<file path="config.mk">
export PLATFORM = sky130hd
export DESIGN_NAME = aabb_ram
export DESIGN_NICKNAME = d
export VERILOG_FILES = /design/src/aabb_ram.sv
export SDC_FILE = /design/constraint.sdc
export NUM_CORES = 1
export LEC_CHECK = 0
export ABC_CLOCK_PERIOD_IN_PS = 2200
export BUFFER_PORTS_ARGS = -buffer_cell sky130_fd_sc_hd__clkbuf_2
export CAP_MARGIN = 20
export CORE_ASPECT_RATIO = 2
export CORE_UTILIZATION = 40
export CTS_CLUSTER_SIZE = 14
export DETAILED_ROUTE_END_ITERATION = 8
export GPL_ROUTABILITY_DRIVEN = 0
export SYNTH_ARGS = -nofsm -noshare
export SYNTH_HDL_FRONTEND = slang
export SYNTH_SLANG_ARGS = --single-unit
</file>
<file path="constraint.sdc">
create_clock -name clk -period 2.2 [get_ports clk]
set_input_delay 0 -clock clk [delete_from_list [all_inputs] [get_ports clk]]
set_output_delay 0 -clock clk [all_outputs]
set_load 0.1 [all_outputs]
</file>
<file path="src/aabb_ram.sv">
`default_nettype none
// ----------------------------------------------------------------------------
// aabb_ram
// generic single write, single read ram with registered read data
// ----------------------------------------------------------------------------
module aabb_ram #(
  parameter int WIDTH = 8,
  parameter int DEPTH = 16,
  localparam int AW = $clog2(DEPTH)
) (
  input  wire logic             clk,
  input  wire logic             we,
  input  wire logic [AW-1:0]    waddr,
  input  wire logic [WIDTH-1:0] wdata,
  input  wire logic [AW-1:0]    raddr,
  output logic      [WIDTH-1:0] rdata
);

  logic [WIDTH-1:0] mem [DEPTH];

  always_ff @(posedge clk) begin
    if (we) begin
      mem[waddr] <= wdata;
    end
    rdata <= mem[raddr];
  end

endmodule
`default_nettype wire

</file>
==> results.json <==
{
  "hold_end": "mem[10][6]$_DFFE_PP_",
  "postCtsSetupRepairBufs": 0,
  "period_needed_ns": 1.35,
  "antenna_left": 0,
  "nFillCells": 1001,
  "placedCellCount": 414,
  "cts_max_path_buffers": 2,
  "layout_commonest_cell": "edfxtp_1",
  "stdcell_count": 446,
  "max_cap_violations": 0,
  "die_w_um": 82.2,
  "cp_slowest_cell": "mux4_1",
  "regToRegEndpoint": "rdata[3]$_DFF_P_",
  "diodes": 0,
  "final_cell_area_mm2": 0.00615,
  "worstMarginPinSlew_ns": 0.719,
  "grt_max_degree": 33,
  "start_util": 0.410,
  "grt_pass1_wl_um": 14700,
  "cpPeakStageDelay_ns": 0.55,
  "synth-seq-cells": 136,
  "cp_cell_sequence": "mux4_1 -> a22oi_1 -> nand2_1",
  "vias": 2419,
  "required_ns": 2.50,
  "rsz0062_at_grt": "no",
  "power.total_mw": 6.15,
  "drv_slew": 0,
  "die_h_um": 162,
  "finalSetupTns_ns": 0,
  "cts_resized": 0,
  "cts_tree": "done",
  "drt-pass1-iter-count": 5,
  "totalWireLength_um": 9950,
  "place_area_mm2": 0.00555,
  "max_slew_margin": 0.520,
  "startpoint_type": "register",
  "die_area_mm2": 0.0134,
  "grt_pass1_vias": 2496,
  "dp_hpwl_um": 6720,
  "timing.rr.start": "mem[1][3]$_DFFE_PP_",
  "finalWorstSetupSlack_ns": 0.850,
  "yosysSeqAreaShare": 0.778,
  "final_util": 0.490,
  "drc": 0,
  "mostFrequentLayoutCells": "edfxtp_1 (128), clkbuf_2 (25), mux4_2 (18), buf_4 (18), clkbuf_16 (17)",
  "cp-end-kind": "register",
  "via_per_inst": 5.42,
  "reg2reg_slack_ns": 0.85,
  "finalCritPeriodShare": 0.614,
  "wl_per_cell_um": 22.3,
  "yosys.cell_types.count": 19,
  "r2r_cells": 3,
  "critPathMaxFanout": 1,
  "leakage_nw": 2.10,
  "track_usage": 0.169,
  "fin_worst_skew_ns": 0.00823,
  "path_clk_slew_ns": 0.06,
  "core_mm2": 0.0126,
  "finalSetupViolCount": 0,
  "yosysWarnings": 0,
  "powerDensity_mw_per_mm2": 1000,
  "drive_gt1_frac": 0.311,
  "ff_latch_area_mm2": 0.00400,
  "timing.final.hold_violations": 0,
  "area_growth_pct": 19.5,
  "dp_slack_ns": 0.652,
  "finalNetCount": 301,
  "fmax_mhz": 741,
  "numCtsBuffers": 17,
  "hold_buffers": 0,
  "antenna_found_initial": 0,
  "status": "completed",
  "max-vdd-ir-drop_uv": 576,
  "syn_area_mm2": 0.00515,
  "clk_latency_ns": 0.41,
  "clkSinkCount": 136,
  "h-tree-depth": 4,
  "syn_area_per_cell_um2": 22.5,
  "critPathKind": "reg -> reg",
  "grt_overflow": 0,
  "netlist_instances": 229,
  "synth_nets": 247,
  "drt_iter0_drc": 175,
  "io_pins": 26,
  "hold_depth": 1,
  "multi_input_area_mm2": 0.00106,
  "hp-class": "in -> reg",
  "cp_data_arrival_time_ns": 1.65,
  "io_buffers": 25,
  "holdWs_ns": 0.0301,
  "cts-root-buf": "clkbuf_16",
  "rows": 58,
  "min_from": "wdata[6]"
}
-- how the worst max path moves through the flow --
stage	start	end	slack [ns]
after global routing	mem[1][3]$_DFFE_PP_	rdata[3]$_DFF_P_	0.79
final	mem[1][3]$_DFFE_PP_	rdata[3]$_DFF_P_	0.85
after floorplan	waddr[2]	mem[0][0]$_DFFE_PP_	0.71
after global placement	raddr[0]	rdata[3]$_DFF_P_	0.72
after CTS	mem[1][3]$_DFFE_PP_	rdata[3]$_DFF_P_	0.84
after detailed placement	waddr[2]	mem[1][6]$_DFFE_PP_	0.65
-- per-layer routing --
layer,wire (um),vias up,GRT usage
li1,-,1081,-
met1,3520,1236,0.174
met2,5550,73,0.287
met3,414,29,0.0521
met4,461,0,0.107
met5,0,-,0
-- cell type report --
class | count | area share
Timing Repair Buffer | 45 | 0.0488
Tap cell | 150 | 0.0305
Clock buffer | 24 | 0.0783
Multi-Input combinational cell | 83 | 0.172
Sequential cell | 136 | 0.651
Clock inverter | 8 | 0.0195
-- registers in the layout (all words and copies together), names as in the netlist --
register  cells
rdata         8
mem         128
-- synthesized netlist by cell type (all sizes together) --
cell type      instances  area [um2]
a22oi                 16         120
mux4                  32         773
and2                   1        6.26
edfxtp               128        3840
nor2                  13        48.8
nand2                  9        33.8
nor3                   4        20.0
and2b                  1        7.51
nand3b                 2        15.0
or3b                   1        8.76
nand2b                 2        12.5
nand3                  1        5.00
buf                    7        56.3
nor2b                  1        6.26
dfxtp                  8         160
clkdlybuf4s25          3        30.0
-- critical path: cells and delay by family (launching register included) --
family          cells  cell delay, ns
compound gates      1            0.27
flops               1            0.35
mux                 1            0.55
simple gates        1            0.08
-- cell families after synthesis --
| family | synth area share |
|---|---|
| and+or+nand+nor | 0.0318 |
| DFF | 0.778 |
| buffers and inverters | 0.0168 |
| muxes | 0.150 |
| AOI/OAI and AO/OA | 0.0233 |
-- power breakdown --
group,total [mW],internal (mW),switching [mW]
Combinational,0.388,0.115,0.272
Sequential,2.92,2.90,0.0182
Clock,2.84,1.86,0.979
(Power assumes the default switching activity.)
